==> config.mk <==
export PLATFORM = sky130hd
export DESIGN_NAME = servo_response_frame_receiver_core
export DESIGN_NICKNAME = d
export VERILOG_FILES = /design/src/hw/rtl/sfrx_pkg.sv /design/src/hw/rtl/sfrx_front.sv /design/src/hw/rtl/sfrx_queue.sv /design/src/hw/rtl/sfrx_back.sv /design/src/hw/rtl/servo_response_frame_receiver_core.sv
export SDC_FILE = /design/constraint.sdc
export NUM_CORES = 1
export LEC_CHECK = 0
export BUFFER_PORTS_ARGS = -buffer_cell sky130_fd_sc_hd__buf_4
export CAP_MARGIN = 20
export CORE_ASPECT_RATIO = 0.9
export CORE_MARGIN = 1.5
export CORE_UTILIZATION = 45
export CTS_BUF_LIST = sky130_fd_sc_hd__clkbuf_4 sky130_fd_sc_hd__clkbuf_8 sky130_fd_sc_hd__clkbuf_16
export DETAILED_ROUTE_END_ITERATION = 8
export PLACE_DENSITY = 0.62
export SKIP_CTS_REPAIR_TIMING = 1
export SLEW_MARGIN = 40
export SYNTH_ARGS = -nofsm -noshare
export SYNTH_HDL_FRONTEND = slang
export SYNTH_SLANG_ARGS = --single-unit
==> constraint.sdc <==
create_clock -name clock -period 6.1 [get_ports clock]
set_input_delay 0.305 -clock clock [delete_from_list [all_inputs] [get_ports clock]]
set_output_delay 0.305 -clock clock [all_outputs]
set_load 0.01 [all_outputs]
==> src/hw/rtl/sfrx_pkg.sv <==
// shared types and constants of the servo response frame receiver
// no dependencies
`timescale 1ns / 1ps

package sfrx_pkg;

   localparam int HEADER_SPAN = 7;
   localparam logic [2:0] SPAN_FILL = 3'd7;
   localparam logic [2:0] SPAN_LAST = 3'd6;
   localparam logic [7:0] SPAN_BYTES = 8'd7;
   localparam logic [7:0] SYNC_BYTE = 8'hFF;
   localparam logic [7:0] REPLY_BIT = 8'h40;
   localparam logic [7:0] CHECK_MASK = 8'hFE;

   localparam logic [1:0] ACT_BYTE = 2'd0;
   localparam logic [1:0] ACT_TICK = 2'd1;
   localparam logic [1:0] ACT_START = 2'd2;

   localparam logic [1:0] ST_OK = 2'd0;
   localparam logic [1:0] ST_CHECK = 2'd1;
   localparam logic [1:0] ST_TIMEOUT = 2'd2;

   localparam logic CSR_FRAME_LENGTH = 1'b0;
   localparam logic CSR_TIMEOUT = 1'b1;

   localparam logic [7:0] FRAME_LENGTH_RESET = 8'd13;
   localparam logic [15:0] TIMEOUT_RESET = 16'd80;

   typedef struct packed {
      logic [1:0] action;
      logic [7:0] rx_byte;
   } req_type;

   typedef struct packed {
      logic [7:0] data_byte;
      logic [7:0] byte_index;
      logic       last;
      logic [1:0] status;
   } rsp_type;

   typedef struct packed {
      logic [7:0]  frame_length;
      logic [15:0] timeout_limit_ms;
   } cfg_type;

   // one queued job: a single result, or a burst of the whole header window
   typedef struct packed {
      logic                             burst;
      logic [HEADER_SPAN-1:0][7:0]      bytes;
      logic [7:0]                       index;
      logic                             last;
      logic [1:0]                       status;
   } job_type;

   typedef struct packed {
      logic full;
      logic empty;
   } qstat_type;

endpackage

==> src/hw/rtl/sfrx_front.sv <==
// front part: accepts words, tracks hunt and lock state, queues result jobs
// depends on sfrx_pkg
`timescale 1ns / 1ps

module sfrx_front (
   input  logic              clock,
   input  logic              reset,
   input  sfrx_pkg::cfg_type cfg,
   input  logic              req_valid,
   output logic              req_ready,
   input  sfrx_pkg::req_type req_data,
   input  logic              q_full,
   output logic              q_push,
   output sfrx_pkg::job_type q_job
);

   logic [sfrx_pkg::HEADER_SPAN-1:0][7:0] window_ff, window_in;
   logic [2:0]  fill_ff, fill_in;
   logic        locked_ff, locked_in;
   logic [7:0]  taken_ff, taken_in;
   logic [7:0]  xor_ff, xor_in;
   logic [7:0]  chk1_ff, chk1_in;
   logic [7:0]  chk2_ff, chk2_in;
   logic [15:0] elapsed_ff, elapsed_in;
   logic        armed_ff, armed_in;

   logic        accept;
   logic [7:0]  eff_len;
   logic [15:0] elapsed_inc;
   logic [7:0]  xor_byte, xor_lock;
   logic [8:0]  taken_inc;
   logic        fin;
   logic [sfrx_pkg::HEADER_SPAN-1:0][7:0] shifted;
   logic        hit;
   logic [7:0]  c1, c2;

   function automatic logic [1:0] check_status(input logic [7:0] x, input logic [7:0] r1,
                                               input logic [7:0] r2);
      logic [7:0] k1, k2;
      k1 = x & sfrx_pkg::CHECK_MASK;
      k2 = ~k1 & sfrx_pkg::CHECK_MASK;
      return (k1 == r1 && k2 == r2) ? sfrx_pkg::ST_OK : sfrx_pkg::ST_CHECK;
   endfunction

   assign req_ready = !q_full;
   assign accept = req_valid && !q_full;

   assign eff_len = (cfg.frame_length < sfrx_pkg::SPAN_BYTES) ? sfrx_pkg::SPAN_BYTES
                                                               : cfg.frame_length;
   assign elapsed_inc = (elapsed_ff == 16'hFFFF) ? elapsed_ff : elapsed_ff + 16'd1;
   assign xor_byte = xor_ff ^ req_data.rx_byte;
   assign taken_inc = {1'b0, taken_ff} + 9'd1;
   assign fin = taken_inc >= {1'b0, eff_len};

   // window shifts in at the top on each byte while hunting; it is only examined once full
   always_comb begin
      for (int i = 0; i < sfrx_pkg::HEADER_SPAN - 1; i++) begin
         shifted[i] = window_ff[i+1];
      end
      shifted[sfrx_pkg::HEADER_SPAN-1] = req_data.rx_byte;
   end

   assign hit = (fill_ff >= sfrx_pkg::SPAN_LAST) &&
                shifted[0] == sfrx_pkg::SYNC_BYTE &&
                shifted[1] == sfrx_pkg::SYNC_BYTE &&
                (shifted[4] & sfrx_pkg::REPLY_BIT) != 8'd0 &&
                shifted[2] == cfg.frame_length;
   assign xor_lock = shifted[2] ^ shifted[3] ^ shifted[4];
   assign c1 = shifted[5];
   assign c2 = shifted[6];

   always_comb begin
      window_in  = window_ff;
      fill_in    = fill_ff;
      locked_in  = locked_ff;
      taken_in   = taken_ff;
      xor_in     = xor_ff;
      chk1_in    = chk1_ff;
      chk2_in    = chk2_ff;
      elapsed_in = elapsed_ff;
      armed_in   = armed_ff;
      q_push     = 1'b0;
      q_job      = '0;
      if (accept) begin
         if (req_data.action == sfrx_pkg::ACT_START) begin
            window_in  = '0;
            fill_in    = '0;
            locked_in  = 1'b0;
            taken_in   = '0;
            xor_in     = '0;
            chk1_in    = '0;
            chk2_in    = '0;
            elapsed_in = '0;
            armed_in   = 1'b1;
         end else if (armed_ff && req_data.action == sfrx_pkg::ACT_TICK) begin
            elapsed_in = elapsed_inc;
            if (elapsed_inc >= cfg.timeout_limit_ms) begin
               q_push       = 1'b1;
               q_job.last   = 1'b1;
               q_job.status = sfrx_pkg::ST_TIMEOUT;
               armed_in     = 1'b0;
            end
         end else if (armed_ff && req_data.action == sfrx_pkg::ACT_BYTE) begin
            if (locked_ff) begin
               xor_in         = xor_byte;
               taken_in       = taken_inc[7:0];
               q_push         = 1'b1;
               q_job.bytes[0] = req_data.rx_byte;
               q_job.index    = taken_ff;
               q_job.last     = fin;
               q_job.status   = fin ? check_status(xor_byte, chk1_ff, chk2_ff)
                                    : sfrx_pkg::ST_OK;
               if (fin) begin
                  armed_in = 1'b0;
               end
            end else begin
               window_in = shifted;
               if (fill_ff != sfrx_pkg::SPAN_FILL) begin
                  fill_in = fill_ff + 3'd1;
               end
               if (hit) begin
                  locked_in   = 1'b1;
                  xor_in      = xor_lock;
                  chk1_in     = c1;
                  chk2_in     = c2;
                  taken_in    = sfrx_pkg::SPAN_BYTES;
                  q_push      = 1'b1;
                  q_job.burst = 1'b1;
                  q_job.bytes = shifted;
                  // short frame ends on the header window itself
                  if (eff_len <= sfrx_pkg::SPAN_BYTES) begin
                     q_job.last   = 1'b1;
                     q_job.status = check_status(xor_lock, c1, c2);
                     armed_in     = 1'b0;
                  end
               end
            end
         end
      end
   end

   always_ff @(posedge clock) begin
      if (reset) begin
         window_ff  <= '0;
         fill_ff    <= '0;
         locked_ff  <= 1'b0;
         taken_ff   <= '0;
         xor_ff     <= '0;
         chk1_ff    <= '0;
         chk2_ff    <= '0;
         elapsed_ff <= '0;
         armed_ff   <= 1'b0;
      end else begin
         window_ff  <= window_in;
         fill_ff    <= fill_in;
         locked_ff  <= locked_in;
         taken_ff   <= taken_in;
         xor_ff     <= xor_in;
         chk1_ff    <= chk1_in;
         chk2_ff    <= chk2_in;
         elapsed_ff <= elapsed_in;
         armed_ff   <= armed_in;
      end
   end

endmodule

==> src/hw/rtl/sfrx_queue.sv <==
// two-entry job queue between front and back parts
// depends on sfrx_pkg
`timescale 1ns / 1ps

module sfrx_queue (
   input  logic                clock,
   input  logic                reset,
   input  logic                push,
   input  sfrx_pkg::job_type   push_job,
   input  logic                pop,
   output sfrx_pkg::job_type   head_job,
   output sfrx_pkg::qstat_type stat
);

   sfrx_pkg::job_type slot_ff [2];
   logic       wr_ptr_ff, wr_ptr_in;
   logic       rd_ptr_ff, rd_ptr_in;
   logic [1:0] count_ff, count_in;
   logic       do_push, do_pop;

   assign stat.full  = count_ff == 2'd2;
   assign stat.empty = count_ff == 2'd0;
   assign do_push = push && !stat.full;
   assign do_pop  = pop && !stat.empty;
   assign head_job = slot_ff[rd_ptr_ff];

   always_comb begin
      wr_ptr_in = do_push ? !wr_ptr_ff : wr_ptr_ff;
      rd_ptr_in = do_pop ? !rd_ptr_ff : rd_ptr_ff;
      count_in  = count_ff;
      if (do_push && !do_pop) begin
         count_in = count_ff + 2'd1;
      end else if (do_pop && !do_push) begin
         count_in = count_ff - 2'd1;
      end
   end

   always_ff @(posedge clock) begin
      if (do_push) begin
         slot_ff[wr_ptr_ff] <= push_job;
      end
   end

   always_ff @(posedge clock) begin
      if (reset) begin
         wr_ptr_ff <= 1'b0;
         rd_ptr_ff <= 1'b0;
         count_ff  <= '0;
      end else begin
         wr_ptr_ff <= wr_ptr_in;
         rd_ptr_ff <= rd_ptr_in;
         count_ff  <= count_in;
      end
   end

endmodule

==> src/hw/rtl/sfrx_back.sv <==
// back part: turns queued jobs into result words, one per cycle while rsp_ready is high
// depends on sfrx_pkg
`timescale 1ns / 1ps

module sfrx_back (
   input  logic                clock,
   input  logic                reset,
   input  sfrx_pkg::job_type   head_job,
   input  sfrx_pkg::qstat_type stat,
   output logic                pop,
   output logic                rsp_valid,
   input  logic                rsp_ready,
   output sfrx_pkg::rsp_type   rsp_data
);

   logic [2:0] sub_ff, sub_in;
   logic       final_sub;
   logic       take;

   assign rsp_valid = !stat.empty;
   assign take = rsp_valid && rsp_ready;
   assign final_sub = !head_job.burst || sub_ff == sfrx_pkg::SPAN_LAST;
   assign pop = take && final_sub;

   always_comb begin
      if (head_job.burst) begin
         rsp_data.data_byte  = head_job.bytes[sub_ff];
         rsp_data.byte_index = {5'd0, sub_ff};
      end else begin
         rsp_data.data_byte  = head_job.bytes[0];
         rsp_data.byte_index = head_job.index;
      end
      // last and status ride only on the final word of a job, the last word of a burst
      rsp_data.last   = final_sub && head_job.last;
      rsp_data.status = (final_sub && head_job.last) ? head_job.status : sfrx_pkg::ST_OK;
   end

   always_comb begin
      sub_in = sub_ff;
      if (take) begin
         sub_in = final_sub ? 3'd0 : sub_ff + 3'd1;
      end
   end

   always_ff @(posedge clock) begin
      if (reset) begin
         sub_ff <= '0;
      end else begin
         sub_ff <= sub_in;
      end
   end

endmodule

==> src/hw/rtl/servo_response_frame_receiver_core.sv <==
// top level of the servo response frame receiver: csr registers, front, queue, back
// depends on sfrx_pkg, sfrx_front, sfrx_queue, sfrx_back
`timescale 1ns / 1ps

// channel  dir  handshake              payload
// req      in   req_valid / req_ready  req_data (action, rx_byte)
// rsp      out  rsp_valid / rsp_ready  rsp_data (data_byte, byte_index, last, status)
// csr      in   csr_we                 csr_index, csr_wdata
//
// one input word per cycle while the two-entry job queue has room
// a locking byte gives seven result words, walked out of the header window
// by the back part; any other result gives a single result word
// reset is synchronous; it clears state, the queue and sets csr defaults
// a stalled rsp side fills the queue and then drops req_ready

module servo_response_frame_receiver_core (
   input  logic              clock,
   input  logic              reset,
   input  logic              req_valid,
   output logic              req_ready,
   input  sfrx_pkg::req_type req_data,
   output logic              rsp_valid,
   input  logic              rsp_ready,
   output sfrx_pkg::rsp_type rsp_data,
   input  logic              csr_we,
   input  logic              csr_index,
   input  logic [15:0]       csr_wdata
);

   logic [7:0]  frame_length_ff, frame_length_in;
   logic [15:0] timeout_ff, timeout_in;
   sfrx_pkg::cfg_type   cfg;
   sfrx_pkg::job_type   push_job, head_job;
   sfrx_pkg::qstat_type qstat;
   logic q_push, q_pop;

   always_comb begin
      frame_length_in = frame_length_ff;
      timeout_in      = timeout_ff;
      if (csr_we) begin
         case (csr_index)
            sfrx_pkg::CSR_FRAME_LENGTH: frame_length_in = csr_wdata[7:0];
            sfrx_pkg::CSR_TIMEOUT:      timeout_in = csr_wdata;
            default: ;
         endcase
      end
   end

   always_ff @(posedge clock) begin
      if (reset) begin
         frame_length_ff <= sfrx_pkg::FRAME_LENGTH_RESET;
         timeout_ff      <= sfrx_pkg::TIMEOUT_RESET;
      end else begin
         frame_length_ff <= frame_length_in;
         timeout_ff      <= timeout_in;
      end
   end

   assign cfg.frame_length     = frame_length_ff;
   assign cfg.timeout_limit_ms = timeout_ff;

   sfrx_front u_front (
      .clock     (clock),
      .reset     (reset),
      .cfg       (cfg),
      .req_valid (req_valid),
      .req_ready (req_ready),
      .req_data  (req_data),
      .q_full    (qstat.full),
      .q_push    (q_push),
      .q_job     (push_job)
   );

   sfrx_queue u_queue (
      .clock    (clock),
      .reset    (reset),
      .push     (q_push),
      .push_job (push_job),
      .pop      (q_pop),
      .head_job (head_job),
      .stat     (qstat)
   );

   sfrx_back u_back (
      .clock     (clock),
      .reset     (reset),
      .head_job  (head_job),
      .stat      (qstat),
      .pop       (q_pop),
      .rsp_valid (rsp_valid),
      .rsp_ready (rsp_ready),
      .rsp_data  (rsp_data)
   );

   a_no_push_when_full: assert property (@(posedge clock) disable iff (reset)
      !(q_push && qstat.full))
      else $error("job pushed into full queue");

   a_full_not_empty: assert property (@(posedge clock) disable iff (reset)
      !(qstat.full && qstat.empty))
      else $error("queue both full and empty");

   a_ready_tracks_queue: assert property (@(posedge clock) disable iff (reset)
      req_ready == !qstat.full)
      else $error("req_ready out of step with queue room");

   a_idle_after_reset: assert property (@(posedge clock)
      reset |=> !rsp_valid)
      else $error("result word shown right after reset");

endmodule
# Word level (Yosys, flattened, before mapping)
# Memory sizes are Yosys's and may differ from the RTL's. A register that Yosys moved wholly into a read port is not among the register bits.
# Cells that the tools add are included.
# totals
elab_cells	178
output_inout_bits	21
inputBits	32
ramBits	136
memories	1
reg_bits	132
# classes
order_cmp	6
bitwise_logic	6
eq_ne	17
mux	78
n_reduce_logical	44
addsub	6
# memory_table
memory	depth	word_bits	read_ports	rd_ports_with_merged_regs	write_ports	line	text
u_queue.slot_ff	2	68	1	1	1	sfrx_queue.sv:15	sfrx_pkg::job_type slot_ff [2];
# op_table
cell	count
56-bit 2-to-1 mux	4
68-bit 2-to-1 mux	3
8-bit 2-to-1 mux	24
65-bit 2-to-1 mux	1
16-bit 2-to-1 mux	4
57-bit 2-to-1 mux	1
49-bit 2-to-1 mux	1
8-bit == test	5
3-bit 2-to-1 mux	11
8-bit binary-select mux with 3-bit select	1
1-bit 2-to-1 mux	24
8-bit bitwise XOR	3
16-bit by 1-bit adder with 16-bit output, second input constant	1
16-bit == test, second input constant	1
8-bit == test, second input constant	2
16-bit greater-or-equal comparator	1
1-bit logical AND	16
8-bit NOT	2
5-bit AND reduction	2
2-bit nonzero test	5
8-bit by 1-bit adder with 9-bit output, second input constant	1
9-bit by 8-bit greater-or-equal comparator with 1-bit output	1
8-bit by 3-bit <= comparator with 1-bit output, second input constant	1
8-bit by 3-bit less-than comparator with 1-bit output, second input constant	1
other kinds (24)	41

# Logic depth before layout (Yosys ltp)
# logic_depth
ltp_word	16
depth_mapped	18
ltp_nobuf	16

# Modules after synthesis
# A second synthesis with hierarchy kept.
# unflattened
cells_unflattened	1206
hier_area_um2	13191.4
# by_module_without_submodules
mod	n_inst	seq_area_each_um2	cells_each	area_each_um2
sfrx_front	1	2001.9	752	6038.3
sfrx_queue	1	4184.0	237	5201.2
servo_response_frame_receiver_core	1	480.5	105	1078.5
sfrx_back	1	60.1	112	873.3

# Worst setup path after synthesis
# OpenSTA, ideal clock, no wires.
# synth_path
path_type	reg2reg
from	register u_front.elapsed_ff[2]
to	memory u_queue.slot_ff[0][0] (netlist bit), enable pin
required_ps	5598
path_slack_ps	-29
path_stages_with_launch	15
path_buffers	2
setup_time_ps	502
t_arrival_ps	5627
period_less_slack_ps	6129
cell_sequence	dfxtp_1 clkbuf_1 and4_1 and3_1 clkbuf_1 and3_1 nand3_1 nor3_1 a21oi_1 ha_1 and4_1 o211ai_1 o21ai_0 o21a_1 nor2b_1
# synth_between
elab_chain_cells	10
elab_cells_between_ends	11
classes_between	1 x add/sub; 1 x order compare; 1 x eq/ne; 7 x mux; 1 x reduce/logical
# synth_rtl
item	line	text
start: declaration	sfrx_front.sv:24	logic [15:0] elapsed_ff, elapsed_in;
start signal: assignment	sfrx_front.sv:161	elapsed_ff <= elapsed_in;
16-bit by 1-bit adder with 16-bit output or 16-bit == test (tied branches)	sfrx_front.sv:50	assign elapsed_inc = (elapsed_ff == 16'hFFFF) ? elapsed_ff : elapsed_ff + 16'd1;
16-bit 2-to-1 mux *	sfrx_front.sv:50	
16-bit greater-or-equal comparator *	sfrx_front.sv:97	if (elapsed_inc >= cfg.timeout_limit_ms) begin
1-bit 2-to-1 mux *	sfrx_front.sv:97	
1-bit 2-to-1 mux *	sfrx_front.sv:95	end else if (armed_ff && req_data.action == sfrx_pkg::ACT_TICK) begin
1-bit 2-to-1 mux *	sfrx_front.sv:85	if (req_data.action == sfrx_pkg::ACT_START) begin
1-bit 2-to-1 mux *	sfrx_front.sv:84	if (accept) begin
1-bit logical AND *	sfrx_queue.sv:23	assign do_push = push && !stat.full;
named net u_queue.do_push	sfrx_queue.sv:19	logic do_push, do_pop;
1-bit 2-to-1 mux *	sfrx_queue.sv:39	if (do_push) begin
1-bit 2-to-1 mux (not written as such) *	sfrx_queue.sv:40	slot_ff[wr_ptr_ff] <= push_job;
end: declaration	sfrx_queue.sv:15	
# The timed path passes the listed nets; every way through them passes the cells marked *.

# Worst setup path in the final report
# layout_path
from	register u_front.elapsed_ff[0]
to	register u_queue.count_ff[1]
# layout_between
elab_chain_cells	11
elab_cells_between_ends	14
classes_between	1 x add/sub; 1 x order compare; 1 x eq/ne; 6 x mux; 5 x reduce/logical
# layout_rtl
item	line	text
16-bit by 1-bit adder with 16-bit output or 16-bit == test (tied branches)	sfrx_front.sv:50	
16-bit 2-to-1 mux *	sfrx_front.sv:50	
16-bit greater-or-equal comparator *	sfrx_front.sv:97	
1-bit 2-to-1 mux *	sfrx_front.sv:97	
1-bit 2-to-1 mux *	sfrx_front.sv:95	
1-bit 2-to-1 mux *	sfrx_front.sv:85	
1-bit 2-to-1 mux *	sfrx_front.sv:84	
1-bit logical AND *	sfrx_queue.sv:23	
named net u_queue.do_push	sfrx_queue.sv:19	
1-bit zero test	sfrx_queue.sv:33	end else if (do_pop && !do_push) begin
1-bit logical AND	sfrx_queue.sv:33	
2-bit nonzero test (no source line)	--	
end signal: assignment	sfrx_queue.sv:52	count_ff <= count_in;
end: declaration	sfrx_queue.sv:18	logic [1:0] count_ff, count_in;
# Marks and branches as above.
# A chain may end at the register's enable or synchronous reset.

==> out/metrics.yaml <==
timing:
  final.setup.tns_ns: 0
  rsz0062_at_grt: "no"
  layout_min_cycle_time_ns: 4.08
  drv_slew: 0
  finalHoldViolCount: 4
  setup_viol: 0
  hold_slack_ns: -0.00594
  tightest_slew_ns: 0.773
  setup_ws_ns: 2.02
  fmax_mhz: 245
  period_share_pct: 66.9
  relSlewSlack_pct: 48.5
  fin_skew_ns: 0.0127
synthesis:
  syn_inst: 1175
  synth-edff-count: 136
  netlist.top_cell.by_area: "edfxtp_1"
  ys_warn_count: 0
  ys_seq_area_share_pct: 54.0
  avgSynthCellArea_sq_um: 10.6
  async_reset_ff_share_pct: 0
  synth.distinct_cells: 63
  synth_area_leaders: "edfxtp_1 33%, dfxtp_1 21%, nand2_1 3.7%, ha_1 3.2%, nor2_1 2.9%"
  yosys.area.top_type_share_pct: 32.8
  syn_nets: 1239
  ys_seq_elements: 268
  synth_area_sq_mm: 0.0125
  synth_ff_type: "edfxtp_1"
die:
  rows: 57
  core_area_sq_mm: 0.0271
  io-pin-count: 53
  start_util_pct: 46.0
  dieArea_sq_mm: 0.0287
  dieWidth_um: 178
  die_y_um: 161
cts:
  insertion_delay_ns: 0.56
  cts_tree: "yes"
  cts_made_buffers: 29
  clkSinkCount: 268
  ctsHtreeMaxLevel: 1
  clockBufferDepth: 3
  clkTransAtPathRegs_ns: 0.06
  cts-root-buf: "clkbuf_16"
detailed_routing:
  drt-initial-drc-count: 730
  postRouteAntennaNets: 0
  vias_per_cell: 5.59
  wl_um: 29400
  wire_per_inst_um: 18.6
  via_count: 8837
  drc_errors: 0
  dr.pass1.iters: 6
placement:
  gp_congestion: 0.850
  dp_hpwl_um: 19500
  pre_cts_slack_ns: 2.05
  io_buffers: 52
  dpl_cell_area_sq_mm: 0.0131
run_status:
  outcome: "finished with violations"
  violations: "hold timing"
critical_path:
  critPathSlowestCell: "a2111oi_0"
  worstPathArrival_ns: 4.57
  worstSetupEndpointType: "flop"
  max_stage_delay_ns: 0.43
  cp_max_fo: 6
  path_common_cell: "ha_1"
  required_ns: 6.58
  start_kind: "flop"
  worstPathCellList: "ha_1 > and4_1 > a21oi_1 > nand4_1 > xnor2_1 > ha_1 > a211o_1 > a2111oi_0 > o21ai_0 > o21a_1 > ha_1 > or3_1 > a21oi_1"
  path_class: "flop to flop"
grt:
  grtUsageTotal_pct: 20.8
  grt_pass1_wl_um: 46900
  grt_start_max_net_pins: 75
  grt.overflow.total: 0
  grt_pass1_vias: 8515
  antenna_found_initial: 2
layout:
  design_area_sq_mm: 0.0141
  syn_to_final_growth_pct: 13.6
  fin_nets: 1266
  fin_util_pct: 52.2
  drive_gt1_share_pct: 13.2
  layout_common_cells: "136 x edfxtp_1, 130 x dfxtp_1, 124 x nand2_1, 95 x nor2_1, 64 x buf_4"
  mostFrequentLayoutCell: "edfxtp_1"
power:
  pwr-share-comb_pct: 3.4
  p_leak_nw: 5.35
  p_int_mw: 2.97
  power.density_mw_per_mm2: 267
  pwr-share-clk_pct: 46.4
  ir_worst_vdd_uv: 201
  power.share.switching_pct: 21.5
  power_frac_seq_pct: 50.1
  p_switching_mw: 0.812
min_path:
  min_path_type: "primary input to flop"
job:
  cap_violations: 0
## critical path: cells and delay by family, from the launching register on
| kind | cells | cell delay [ns] |
|---|---|---|
| compound gates | 6 | 1.72 |
| xor+xnor | 1 | 0.18 |
| fa+ha+maj | 3 | 0.91 |
| simple gates | 3 | 0.82 |
| flops | 1 | 0.37 |
## metrics by stage
step                total power, mW  cells
finish                         3.78   1580
global route                   3.90   1579
CTS                            3.82   1575
detailed placement             2.06   1521
global placement               2.06   1521
floorplan                      2.01   1175
## layer usage
layer / wire length, um / track usage (%) / vias up / part of all wire [%]
li1: - / - / 4323 / -
met1: 14300 / 30.7 / 4265 / 49
met2: 13000 / 31.9 / 206 / 44
met5: 0 / 0 / - / 0
met4: 540 / 4.92 / 0 / 1.8
met3: 1460 / 3.46 / 43 / 5.0
## synthesized netlist by cell type, drive strengths merged (2+ instances only)
| library cell | instances |
|---|---|
| a221oi | 2 |
| nand3 | 18 |
| or3 | 2 |
| nand3b | 9 |
| mux4 | 16 |
| o21ai | 48 |
| a21oi | 61 |
| or4 | 2 |
| and3b | 2 |
| nand2 | 124 |
| buf | 15 |
| a32o | 7 |
| inv | 49 |
| nor3b | 7 |
| a31oi | 6 |
| and4 | 6 |
| xor2 | 22 |
| nor2b | 16 |
| o2111ai | 3 |
| and3 | 45 |
| mux2 | 11 |
| o31a | 4 |
| a22o | 20 |
| o21a | 6 |
| a22oi | 48 |
| a21o | 3 |
| nor2 | 98 |
| edfxtp | 136 |
| a311oi | 7 |
| nor3 | 14 |
| nand4 | 11 |
| xnor2 | 30 |
| o211ai | 13 |
| dfxtp | 132 |
| or2 | 3 |
| o22ai | 8 |
| mux2i | 30 |
| nor4 | 5 |
| o31ai | 3 |
| and2 | 12 |
| clkbuf | 59 |
| ha | 32 |
| nand2b | 16 |
| a211oi | 5 |
## area by class of cell
cell class                      instances  area, sq um
Sequential cell                       268         6730
Tap cell                              354          443
Timing Repair Buffer                   70          543
Inverter                               50          188
Clock inverter                         15          141
Multi-Input combinational cell        783         5270
Antenna cell                            1         2.50
Clock buffer                           39          826
Fill cell                            2452        13000
## state kept, by name, summed over array words and instances, names as in the netlist, 7 cells and up, named ones only
name	flops
u_front.chk1_ff	8
timeout_ff	16
u_front.c1	8
u_front.chk2_ff	8
u_front.xor_ff	7
u_queue.slot_ff	136
u_front.elapsed_ff	16
u_front.taken_ff	8
frame_length_ff	8
u_front.shifted	40
## power by group through the flow
stage / registers (mW) / logic [mW] / clock network (mW)
after floorplan: 1.93 / 0.0770 / 0
after global placement: 1.93 / 0.127 / 0
after detailed placement: 1.94 / 0.128 / 0
after CTS: 1.90 / 0.128 / 1.79
after global routing: 1.90 / 0.144 / 1.86
final: 1.90 / 0.130 / 1.76
## worst paths after layout
kind	startpoint	endpoint	slack (ns)	cells after the start
min	csr_wdata[8]	timeout_ff[8]	-0.006	3
max reg2reg	u_front.elapsed_ff[0]	u_queue.count_ff[1]	2.02	13
max	u_front.elapsed_ff[0]	u_queue.count_ff[1]	2.02	13
min reg2reg	timeout_ff[3]	timeout_ff[3]	0.45	2
## kinds of logic (layout without fill, tap and decap cells)
| group | count (synthesis) | count (layout) | synth area share, % |
|---|---|---|---|
| AOI/OAI and AO/OA | 251 | 251 | 13.4 |
| xor gates and xnor gates | 52 | 52 | 3.66 |
| adders and majority gates | 32 | 32 | 3.21 |
| buffers and inverters | 124 | 174 | 3.98 |
| DFF | 268 | 268 | 54.0 |
| muxes | 57 | 57 | 6.30 |
| other | 0 | 1 | 0 |
| and+or+nand+nor | 391 | 391 | 15.4 |
(Power assumes the default switching activity.)
